<file path="config.mk">
export PLATFORM = sky130hd
export DESIGN_NAME = sctt_cell
export DESIGN_NICKNAME = d
export VERILOG_FILES = /design/src/rtl/sctt_pkg.sv /design/src/rtl/sctt_cell.sv
export SDC_FILE = /design/constraint.sdc
export NUM_CORES = 1
export LEC_CHECK = 0
export CORE_UTILIZATION = 40
export DETAILED_ROUTE_END_ITERATION = 6
export DONT_BUFFER_PORTS = 1
export PLACE_DENSITY_LB_ADDON = 0.05
export SLEW_MARGIN = 10
export SYNTH_ARGS = -nofsm -noshare
export SYNTH_HDL_FRONTEND = slang
export SYNTH_SLANG_ARGS = --single-unit
</file>
<file path="constraint.sdc">
create_clock -name clock -period 5.9 [get_ports clock]
set_clock_uncertainty 0.05 [all_clocks]
set_input_delay 0 -clock clock [delete_from_list [all_inputs] [get_ports clock]]
set_output_delay 0 -clock clock [all_outputs]
set_load 0.02 [all_outputs]
</file>
<file path="src/rtl/sctt_pkg.sv">
// -----------------------------------------------------------------------------
// Slowest-client clock table package
// Widths, command and status codes, and the types shared by the cells and the
// top level.
// -----------------------------------------------------------------------------
package sctt_pkg;

   localparam int OPCODE_W = 2;
   localparam int SLOT_W   = 6;
   localparam int CLOCK_W  = 31;
   localparam int STATUS_W = 3;

   localparam logic [CLOCK_W-1:0] CLOCK_MAX = {CLOCK_W{1'b1}};

   // Command codes.
   localparam logic [OPCODE_W-1:0] OP_ADD          = 2'd0;
   localparam logic [OPCODE_W-1:0] OP_TICK         = 2'd1;
   localparam logic [OPCODE_W-1:0] OP_READ_CLIENT  = 2'd2;
   localparam logic [OPCODE_W-1:0] OP_READ_SLOWEST = 2'd3;

   // Result status codes.
   localparam logic [STATUS_W-1:0] STATUS_OK       = 3'd0;
   localparam logic [STATUS_W-1:0] STATUS_PRESENT  = 3'd1;
   localparam logic [STATUS_W-1:0] STATUS_ABSENT   = 3'd2;
   localparam logic [STATUS_W-1:0] STATUS_OVERFLOW = 3'd3;
   localparam logic [STATUS_W-1:0] STATUS_EMPTY    = 3'd4;

   // Command as captured from the request channel and broadcast to the cells.
   typedef struct packed {
      logic [OPCODE_W-1:0] opcode;
      logic [SLOT_W-1:0]   client_slot;
      logic [CLOCK_W-1:0]  start_time;
   } cmd_type;

   // Data rippled from cell to cell.
   typedef struct packed {
      logic               present;  // the selected slot holds a client
      logic [CLOCK_W-1:0] clock;    // clock of the selected slot
      logic               other;    // an unselected client sits at the minimum
   } chain_type;

endpackage

</file>
<file path="src/rtl/sctt_cell.sv">
// -----------------------------------------------------------------------------
// Clock table cell
// Holds one client slot and merges its view into the data rippled along the row.
// -----------------------------------------------------------------------------
module sctt_cell (
   input  logic                       clock,
   input  logic                       reset,
   input  sctt_pkg::cmd_type          cmd,
   input  logic                       sel,
   input  logic                       commit,
   input  logic [sctt_pkg::CLOCK_W-1:0] slowest,
   input  sctt_pkg::chain_type        chain_in,
   output sctt_pkg::chain_type        chain_out
);
   import sctt_pkg::*;

   logic               present_ff;
   logic               present_in;
   logic [CLOCK_W-1:0] clock_ff;
   logic [CLOCK_W-1:0] clock_in;
   logic               hit;

   always_comb begin
      hit               = present_ff && (clock_ff == slowest);
      chain_out.present = chain_in.present | (sel & present_ff);
      chain_out.clock   = chain_in.clock | ((sel && present_ff) ? clock_ff : '0);
      chain_out.other   = chain_in.other | (hit & ~sel);
   end

   always_comb begin
      present_in = present_ff;
      clock_in   = clock_ff;
      if (commit && sel) begin
         unique case (cmd.opcode)
            OP_ADD: begin
               if (!present_ff) begin
                  clock_in   = cmd.start_time;
                  present_in = 1'b1;
               end
            end
            OP_TICK: begin
               if (present_ff && (clock_ff != CLOCK_MAX)) begin
                  clock_in = clock_ff + 1'b1;
               end
            end
            OP_READ_CLIENT: begin
            end
            OP_READ_SLOWEST: begin
            end
         endcase
      end
   end

   always_ff @(posedge clock) begin
      if (reset) begin
         present_ff <= 1'b0;
      end else begin
         present_ff <= present_in;
      end
   end

   always_ff @(posedge clock) begin
      clock_ff <= clock_in;
   end

endmodule

</file>
# Word-level counts from Yosys, hierarchy flattened
# Index checks and enable logic that the tools add are counted.
# totals
register_bits,32
in_bits,107
output_inout_bits,33
elab_cells,26
# op_classes
add_sub_neg,1
n_eq_ne,5
mux,4
bitwise_logic,6
reduce_logical,8
# ops
operator,count
$mux W31,3
$pmux W31 S2,1
$add A31 B1 Y31 const B,1
$eq A31 B31 Y1,1
$ne A31 B31 Y1 const B,1
$or A31 B31 Y31,1
$logic_and A1 B1 Y1,4
$ne A2 B2 Y1 const B,2
$reduce_and A4 Y1,1
$and A1 B1 Y1,2
$eq A2 B1 Y1 const B,1
$logic_not A2 Y1,1
$or A1 B1 Y1,2
$reduce_and A2 Y1,1
$reduce_bool A2 Y1,1
$not A1 Y1,1

# Longest topological paths before layout
# Gate-level depths: netlist of the first run.
# logic_depth
ltp_word,4
ltp_mapped,7
depth_no_buf,5

# Worst setup path after synthesis of the first run
# No wires, ideal clock.
# synth_path
path_kind,register to register
startpoint,reg clock_ff[12]
endpoint,reg clock_ff[0] (enable)
setup_time_ns,0.390
arrival_ns,1.903
required_time_ns,5.460
slack_ns,3.557
path_stages_with_launch,6
n_path_buf,1
period_less_slack_ns,2.343
cell_sequence,edfxtp_1 bufbuf_16 and4_1 and2_1 a41oi_1 o21a_1
# synth_between
elab_chain_cells,4
# synth_lines
item,line_no,text
from (decl),sctt_cell.sv:19,logic [CLOCK_W-1:0] clock_ff;
from (signal assigned),sctt_cell.sv:63,clock_ff <= clock_in;
$ne A31 B31 Y1,sctt_cell.sv:42,if (present_ff && (clock_ff != CLOCK_MAX)) begin
$logic_and A1 B1 Y1,sctt_cell.sv:42,
$ne A2 B2 Y1 (no line),n/a,
$reduce_and A4 Y1 (no line),n/a,
# No other way between the ends.
# A chain may end at the register's enable or synchronous reset.

# Worst setup path in the final report of the first run
# layout_path
startpoint,reg clock_ff[0]
endpoint,reg clock_ff[13] (enable)
# The elaborated chain is that of the path after synthesis.

==> out/qor.yml, run 1 <==
clk_pin_slew_worst_paths_ns: 0.07
drc: 0
post-route-util_pct: 46.4
synthAdderAreaFrac_pct: 0.449
synth_top_family_by_area: "simple AND/OR/NAND/NOR gates"
cts-root-buf: "clkbuf_8"
gp_congestion: 0.759
drtAntennaViolNets: 0
area_growth_pct: 12.4
htree_levels: 2
track_usage_pct: 22.9
synth_cells: 315
antenna_found_initial: 0
drt_pass1_iterations: 4
yosysMostFrequentCell: "edfxtp_1"
die_w_um: 85.4
combPwrFrac_pct: 18.1
grt_pass1_vias: 2293
async_reset_ff_share_pct: 0
dp_hpwl_um: 5810
synth-xor-area-share_pct: 13.8
drt-initial-drc-count: 150
via_per_inst: 6.03
routed-via-count: 2471
nets: 437
fill_cells: 680
grt_max_degree: 34
synth_compound_gate_area_share_pct: 19.5
io_buffer_count: 0
synth_edf_count: 31
cap_violations: 0
synth_area_um2: 2790
cts_sinks: 32
routed_wirelength_um: 8090
final-hold-violation-count: 0
start_util_pct: 41.2
rsz0062_at_grt: "no"
fmax_ghz: 0.401
switchingPower_mw: 0.145
synth_nets: 423
power.internal_mw: 0.383
ys.warnings.count: 0
seqPwrFrac_pct: 50.4
io_pins: 140
yosys_most_used_dff: "edfxtp_1"
post-cts-setup-buffers: 0
grt_overflow: 0
yosysUniqueCellTypes: 45
synth-simple-area-share_pct: 25.1
slew_violations: 0
wl_per_cell_um: 19.7
syn_avg_cell_area_um2: 8.84
synth_area_leader_cell: "edfxtp_1"
clk_latency_ns: 0.28
tightestPinTransition_ns: 1.11
cts_tree: "built"
clockPowerShare_pct: 31.5
dieArea_um2: 7300
grt_pass1_wl_um: 12700
die_y_um: 85.4
ys_seq_elements: 32
min_path_type: "in2out"
setup_viol: 0
yosysSeqAreaShare_pct: 34.1
startpoint_type: "register"
synth_mux_area_share_pct: 0
netlist.area_leader.share_pct: 33.4
status: "complete, no violations"
design.core.area_um2: 6760
slew_headroom_pct: 26.2
drive_gt1_share_pct: 4.85
diodes: 0
critPathKind: "reg2reg"
cp_max_fo: 31
switching_share_pct: 27.5
power_density_nw_per_um2: 169
fin_crit_ns: 2.49
cp.arrival_ns: 2.36
finalCritPeriodShare_pct: 42.3
clock_path_buffers: 2
cp.required_ns: 5.76
finalSetupTns_ns: 0
power.leakage_nw: 1.13
peakVddDrop_uv: 105
cp-end-kind: "register"
cts_buffers: 5
synth_common_cells: "31 x edfxtp_1, 30 x xnor2_1, 29 x a21o_1, 29 x nand2_1, 23 x nor2_1"
synthTopCellsByArea: "edfxtp_1 33%, xnor2_1 9.4%, a21o_1 7.8%"
rows: 30
[repair_timing]
action / CTS / global route
hold buffers: 33 / 0
gates resized for setup: 0 / 0
endpoints found under the hold margin: 32 / 0
[cell usage in the layout (no fill, tap or decap), types with 6 or more instances in the layout]
| cell | synthesis | layout |
|---|---|---|
| xnor2_1 | 30 | 30 |
| nor4_1 | 6 | 6 |
| edfxtp_1 | 31 | 31 |
| xor2_1 | 14 | 14 |
| nand2_1 | 29 | 29 |
| and3_1 | 6 | 6 |
| nor2_1 | 23 | 23 |
| nand3_1 | 13 | 13 |
| a31oi_1 | 14 | 14 |
| dlygate4sd3_1 | 0 | 33 |
| o21ai_0 | 18 | 18 |
| or4_1 | 9 | 9 |
| o31ai_1 | 9 | 9 |
| a21o_1 | 29 | 29 |
| nand4_1 | 14 | 14 |
[logic make-up after synthesis]
group                      after synthesis
xor gates and xnor gates                44
and+or+nand+nor                        127
AOI/OAI and AO/OA                       79
adders and majority gates                1
buffers and inverters                   32
DFF                                     32
[through the flow]
step,hold WS (ns),worst slack [ns],power [mW],std cells,area (um^2)
2_1_floorplan,0.0224,3.56,0.338,315,2790
3_3_place_gp,0.0277,3.39,0.350,369,2720
3_5_place_dp,0.0298,3.39,0.350,369,2720
4_1_cts,0.0768,3.36,0.534,410,3130
5_1_grt,0.0778,3.27,0.553,410,3130
6_report,0.0768,3.41,0.528,410,3130
[worst max-delay path: stages, from the launching register on]
cell and delay, ns:
edfxtp_1 0.50, ha_1 0.32, nand3_1 0.20, nor2_1 0.13
a41oi_1 0.22, o21a_2 0.70
[per-layer routing]
layer	up-vias	GRT usage (%)	wire length (um)
met1	1165	32.2	3710
li1	1208	-	-
met5	-	0	0
met2	93	37.4	3840
met3	5	3.60	478
met4	0	4.55	54
[flip-flops by register name (all words and copies together), names as in the netlist]
register / cells
clock_ff: 31
present_ff: 1
[final cells by class]
cell class	instances	area [um^2]	share of cell area [%]
clock buffers	7	76.3	2.44
clock inverters	1	3.75	0.120
inverters	5	18.8	0.599
multi-input cells	251	1640	52.5
flip-flops and latches	32	951	30.4
well taps	80	100	3.20
repair buffers	34	338	10.8
[path summary, 6_finish.rpt]
| kind | from | end | slack, ns | cells past startpoint |
|---|---|---|---|---|
| hold reg to reg | clock_ff[0] | clock_ff[0] | 0.73 | 1 |
| setup / recovery | clock_ff[0] | clock_ff[13] | 3.41 | 5 |
| hold / removal | chain_in[5] | chain_out[5] | 0.08 | 1 |
| setup reg to reg | clock_ff[0] | clock_ff[13] | 3.41 | 5 |
[power groups by stage]
stage | Sequential (mW) | Combinational (mW) | Clock, mW
after CTS | 0.266 | 0.0968 | 0.172
after global routing | 0.267 | 0.105 | 0.181
final | 0.266 | 0.0958 | 0.166
after global placement | 0.271 | 0.0792 | 0
after detailed placement | 0.271 | 0.0787 | 0
after floorplan | 0.265 | 0.0725 | 0
Note: power is estimated with default switching activity, not from simulation.
==> run 2, diff against run 1 <==
--- a/config.mk
+++ b/config.mk
@@ -5,6 +5,7 @@
 export SDC_FILE = /design/constraint.sdc
 export NUM_CORES = 1
 export LEC_CHECK = 0
+export ABC_AREA = 1
 export CORE_UTILIZATION = 40
 export DETAILED_ROUTE_END_ITERATION = 6
 export DONT_BUFFER_PORTS = 1
==> constraint.sdc (replaced) <==
create_clock -name clock -period 2.1 [get_ports clock]
set_clock_uncertainty 0.05 [all_clocks]
set_input_delay 0 -clock clock [delete_from_list [all_inputs] [get_ports clock]]
set_output_delay 0 -clock clock [all_outputs]
set_load 0.02 [all_outputs]
==> run 2 against run 1 <==
Net effect: hold slack improved by 0.037 ns; sequential power rose to 2.8 times the previous value; total power rose to 3.0 times the previous value; area after synthesis rose by 15%; synthesized cell count rose by 70%; setup slack got worse by 3.2 ns; die area rose by 15%; largest power group unchanged.
==> out/qor.yml, run 2 <==
status: "complete, no violations"
critPathSlowestCell: "edfxtp_1"
fill_cells: 836
switchingPower_mw: 0.467
synth_area_um2: 3210
gp_congestion: 0.892
syn_avg_cell_area_um2: 6.01
cp.arrival_ns: 1.79
clock_path_buffers: 2
peakVddDrop_uv: 192
grt_pass1_vias: 3208
io_buffer_count: 0
seqPwrFrac_pct: 46.7
netlist.area_leader.share_pct: 29.0
track_usage_pct: 25.5
power.internal_mw: 1.12
dieArea_um2: 8390
min_path_type: "in2out"
clk_latency_ns: 0.29
cp.required_ns: 2.03
critical_path.top_delay_family: "simple AND/OR/NAND/NOR gates"
rsz0062_at_grt: "no"
synth_edf_count: 31
cts_tree: "built"
post-cts-setup-buffers: 0
layout_common_cells: "226 x nand2_1, 84 x inv_1, 60 x nor2_1, 34 x buf_4, 33 x dlygate4sd3_1"
top_regs: "clock_ff: 31 flops, present_ff: 1 flops"
startpoint_type: "register"
slew_violations: 0
wl_per_cell_um: 14.9
finalSetupTns_ns: 0
die_y_um: 91.6
total_power_mw: 1.59
diodes: 0
drtAntennaViolNets: 0
yosysUniqueCellTypes: 25
fin_crit_ns: 1.85
power_density_nw_per_um2: 395
grt_pass1_wl_um: 16200
grt_max_degree: 33
start_util_pct: 41.5
crit_buf_inv: 1
worstRegToRegCells: 7
synth_nets: 642
io_pins: 140
nets: 709
synthTopCellsByArea: "edfxtp_1 29%, nand2_1 27%, inv_1 9.8%"
regArea_um2: 951
cts-root-buf: "clkbuf_8"
synth_common_cells: "227 x nand2_1, 84 x inv_1, 61 x nor2_1, 31 x edfxtp_1, 31 x o21bai_1"
grtUsageMet2_pct: 41.9
whs_ns: 0.114
yosys_most_used_dff: "edfxtp_1"
drt-initial-drc-count: 154
finalCritPeriodShare_pct: 88.3
cp_max_fo: 31
cts_sinks: 32
drc: 0
grt_util_met3_pct: 5.28
die_w_um: 91.6
power.leakage_nw: 1.99
drt_pass1_iterations: 5
cap_violations: 0
fmax_ghz: 0.539
htree_levels: 2
cp-end-kind: "register"
setup_viol: 0
cts_buffers: 5
rows: 32
tightestPinTransition_ns: 0.607
switching_share_pct: 29.5
synth_cells: 534
ys_seq_elements: 32
max_stage_delay_ns: 0.47
final-hold-violation-count: 0
slew_headroom_pct: 59.5
hold_depth: 2
area_growth_pct: 25.0
multi_input_area_um2: 1900
drive_gt1_share_pct: 11.0
layout_commonest_cell: "nand2_1"
combPwrFrac_pct: 22.9
clk_pin_slew_worst_paths_ns: 0.07
antenna_found_initial: 0
design.core.area_um2: 7730
grt.busiest_layer: "met2"
routed_wirelength_um: 10500
top_register: "clock_ff"
grt_overflow: 0
dp_hpwl_um: 8380
ys.warnings.count: 0
clockPowerShare_pct: 30.4
via_per_inst: 4.91
synth_area_leader_cell: "edfxtp_1"
largest_reg_flops: 31
critPathKind: "reg2reg"
routed-via-count: 3460
async_reset_ff_share_pct: 0
crit_cells: 7
yosysSeqAreaShare_pct: 29.6
met1_usage_pct: 33.2
yosysMostFrequentCell: "nand2_1"
path_cells: "ha_1, nand3_2, nor2_4, nand4_1, nand3_1, nand2_2, buf_12"
cts_resized: 0
[run 2: cell types whose count changed in the layout (fill, tap and decap cells not counted), moves of 10 or more]
| cell | change |
|---|---|
| nand2_1 | +197 |
| inv_1 | +79 |
| nor2_1 | +37 |
| buf_4 | +33 |
| o21bai_1 | +31 |
| a21o_1 | -29 |
| xnor2_1 | -26 |
| nand3_1 | +10 |
| xor2_1 | -10 |
[run 2: final cells by class]
type	count	share of cell area, %
clock inverters	1	0.0936
well taps	102	3.18
clock buffers	7	1.90
multi-input cells	406	47.3
inverters	87	8.17
flip-flops and latches	32	23.7
repair buffers	69	15.6
[run 2: kinds of logic (layout without fill, tap and decap cells)]
group	Yosys count	in the layout	synth area share [%]
flip-flops	32	32	29.6
buffers and inverters	96	164	11.3
AND/OR/NAND/NOR	339	339	44.7
XOR/XNOR	8	8	2.18
AO/OA/AOI/OAI	58	58	11.7
adder cells (fa/ha/maj)	1	1	0.390
[run 2: what timing repair did]
action                                  4_1_cts  5_1_grt
hold endpoints to repair                     32        0
hold buffers                                 33        0
endpoints found under the setup margin        0        0
[run 2: worst register-to-register path: cells and delay by family, from the launching register on]
| kind | cells | cell delay, ns |
|---|---|---|
| buffers and inverters | 1 | 0.22 |
| adder cells (fa/ha/maj) | 1 | 0.28 |
| flip-flops | 1 | 0.47 |
| AND/OR/NAND/NOR | 5 | 0.53 |
[run 2: path summary, 6_finish.rpt]
check / from / end / slack, ns
worst max register to register: clock_ff[0] / clock_ff[8] / 0.25
worst min register to register: clock_ff[29] / clock_ff[29] / 0.66
worst min-delay path: chain_in[0] / chain_out[0] / 0.11
worst max-delay path: clock_ff[0] / clock_ff[8] / 0.25
[run 2: power by group through the flow]
| stage | Sequential, mW | Combinational, mW | Clock (mW) |
|---|---|---|---|
| 2_1_floorplan | 0.749 | 0.220 | 0 |
| 3_3_place_gp | 0.754 | 0.315 | 0 |
| 3_5_place_dp | 0.755 | 0.318 | 0 |
| 4_1_cts | 0.740 | 0.367 | 0.485 |
| 5_1_grt | 0.743 | 0.404 | 0.512 |
| 6_report | 0.741 | 0.364 | 0.482 |
[run 2: metrics by stage]
step	instances	area (um^2)	setup WS [ns]	util, %
global placement	663	3600	0.271	46.6
floorplan	534	3210	0.266	-
detailed placement	663	3600	0.266	46.6
finish	704	4010	0.245	51.9
CTS	704	4010	0.243	51.9
global route	704	4010	0.164	51.9
[run 2: per-layer routing]
metal  share of wire (%)  wire length [um]
met3                 7.0               737
met4                 1.9               197
met1                  45              4670
met2                  46              4860
met5                   0                 0
==> run 3, diff against run 2 <==
--- a/config.mk
+++ b/config.mk
@@ -9,7 +9,7 @@
 export CORE_UTILIZATION = 40
 export DETAILED_ROUTE_END_ITERATION = 6
 export DONT_BUFFER_PORTS = 1
-export PLACE_DENSITY_LB_ADDON = 0.05
+export PLACE_DENSITY = 0.57
 export SLEW_MARGIN = 10
 export SYNTH_ARGS = -nofsm -noshare
 export SYNTH_HDL_FRONTEND = slang
==> run 3 against run 2 <==
Net effect: total power is 0.32% higher; combinational power hardly changed; clock power hardly changed; wire length is 0.17% higher; register-to-register slack worse by 0.03 ns; critical path type is now reg2out; critical endpoint is now chain_out[13]; highest routed layer unchanged.
==> out/qor.yml, run 3 (synthesized netlist as in run 2, its figures left out) <==
setup_ws_ns: 0.190
power.internal_mw: 1.12
fin_crit_ns: 1.91
worstRegToRegCells: 7
cts_tree: "built"
worstReg2RegEnd: "clock_ff[19]"
combPwrFrac_pct: 23.0
drc: 0
top_register: "clock_ff"
startpoint_type: "register"
wl_per_cell_um: 14.9
cts_sinks: 32
dp_slack_ns: 0.247
grt_overflow: 0
drt_pass1_iterations: 4
rr_startpoint: "clock_ff[0]"
min_path_type: "in2out"
start_util_pct: 41.5
finalCritPeriodShare_pct: 90.9
die_w_um: 91.6
via_per_inst: 4.92
grt_pass1_wl_um: 16300
finalSetupTns_ns: 0
max_stage_delay_ns: 0.48
fin_cells: 705
cp.required_ns: 2.05
cpMostUsedCell: "buf_4"
power.leakage_nw: 1.99
rows: 32
routed_wirelength_um: 10500
peakVddDrop_uv: 210
switching_share_pct: 29.6
seqPwrFrac_pct: 46.5
final-hold-violation-count: 0
gp_congestion: 0.912
switchingPower_mw: 0.471
crit_buf_inv: 2
area_growth_pct: 24.9
rsz0062_at_grt: "no"
grt_pass1_vias: 3263
io_buffer_count: 0
slew_headroom_pct: 46.0
critPathKind: "reg2out"
drive_gt1_share_pct: 11.3
startpoint: "present_ff"
layout_common_cells: "226 x nand2_1, 84 x inv_1, 60 x nor2_1, 36 x buf_4, 33 x dlygate4sd3_1"
track_usage_pct: 25.8
fmax_ghz: 0.524
reg2reg_slack_ns: 0.22
drt-initial-drc-count: 189
diodes: 0
dieArea_um2: 8390
critical_path.top_delay_family: "buffers and inverters"
cap_violations: 0
io_pins: 140
cts-root-buf: "clkbuf_8"
nets: 710
endpoint: "chain_out[13]"
tightestPinTransition_ns: 0.808
clockPowerShare_pct: 30.5
whs_ns: 0.113
post-route-util_pct: 51.9
post-place-cells: 664
status: "complete, no violations"
grt_max_degree: 33
path_cells: "nand2_1, buf_4, o21bai_1, buf_4"
final_area_um2: 4010
cts_buffers: 5
cp_max_fo: 20
crit_cells: 4
clk_latency_ns: 0.29
dp_hpwl_um: 8270
postPlaceCellArea_um2: 3600
top_regs: "clock_ff: 31 flops, present_ff: 1 flops"
htree_levels: 2
fill_cells: 808
antenna_found_initial: 0
cp.arrival_ns: 1.86
cts_resized: 0
clock_path_buffers: 2
routed-via-count: 3469
drtAntennaViolNets: 0
total_power_mw: 1.59
clk_pin_slew_worst_paths_ns: 0.07
layout_commonest_cell: "nand2_1"
cp-end-kind: "primary output"
slew_violations: 0
critPathSlowestCell: "nand2_1"
die_y_um: 91.6
design.core.area_um2: 7730
largest_reg_flops: 31
setup_viol: 0
power_density_nw_per_um2: 397
[run 3: cell count changes in the layout (fill, tap and decap cells not counted), sizes merged]
cell	previous run	this run
buf	36	37
[run 3: worst min path at each step]
stage,from,end,slack (ns),cells past startpoint
6_report,chain_in[32],chain_out[32],0.11,2
4_1_cts,chain_in[32],chain_out[32],0.11,2
3_3_place_gp,reset,present_ff,0.03,1
3_5_place_dp,reset,present_ff,0.03,1
2_1_floorplan,reset,present_ff,0.02,1
5_1_grt,chain_in[32],chain_out[32],0.12,2
[run 3: area by class of cell]
class / count / area, um^2 / area share [%]
inverter: 87 / 328 / 8.18
multi-input combinational: 406 / 1900 / 47.4
clock inverter: 1 / 5.00 / 0.125
timing repair buffer: 70 / 621 / 15.5
sequential: 32 / 951 / 23.7
tap: 102 / 128 / 3.18
clock buffer: 7 / 76.3 / 1.90
[run 3: repair_timing]
action,CTS,global route
endpoints found under the setup margin,0,0
hold endpoints to repair,32,0
buffers inserted,0,0
hold buffers,33,0
[run 3: routing by layer]
metal	GRT usage (%)	vias up	wire length (um)
met5	0	-	0
li1	-	1791	-
met1	32.2	1549	4580
met4	5.82	0	133
met3	5.95	13	758
met2	44.7	116	5010
[run 3: worst reg2reg max path: cells and delay by family (launching register included)]
family        cells  cell delay, ns
flops             1            0.45
fa+ha+maj         1            0.24
simple gates      5            0.70
buf+inv           1            0.18
[run 3: power by group through the flow]
stage / sequential (mW) / clock (mW) / combinational, mW
after global placement: 0.754 / 0 / 0.315
final: 0.741 / 0.485 / 0.365
after detailed placement: 0.754 / 0 / 0.317
after global routing: 0.743 / 0.516 / 0.403
after CTS: 0.740 / 0.488 / 0.367
after floorplan: 0.749 / 0 / 0.220
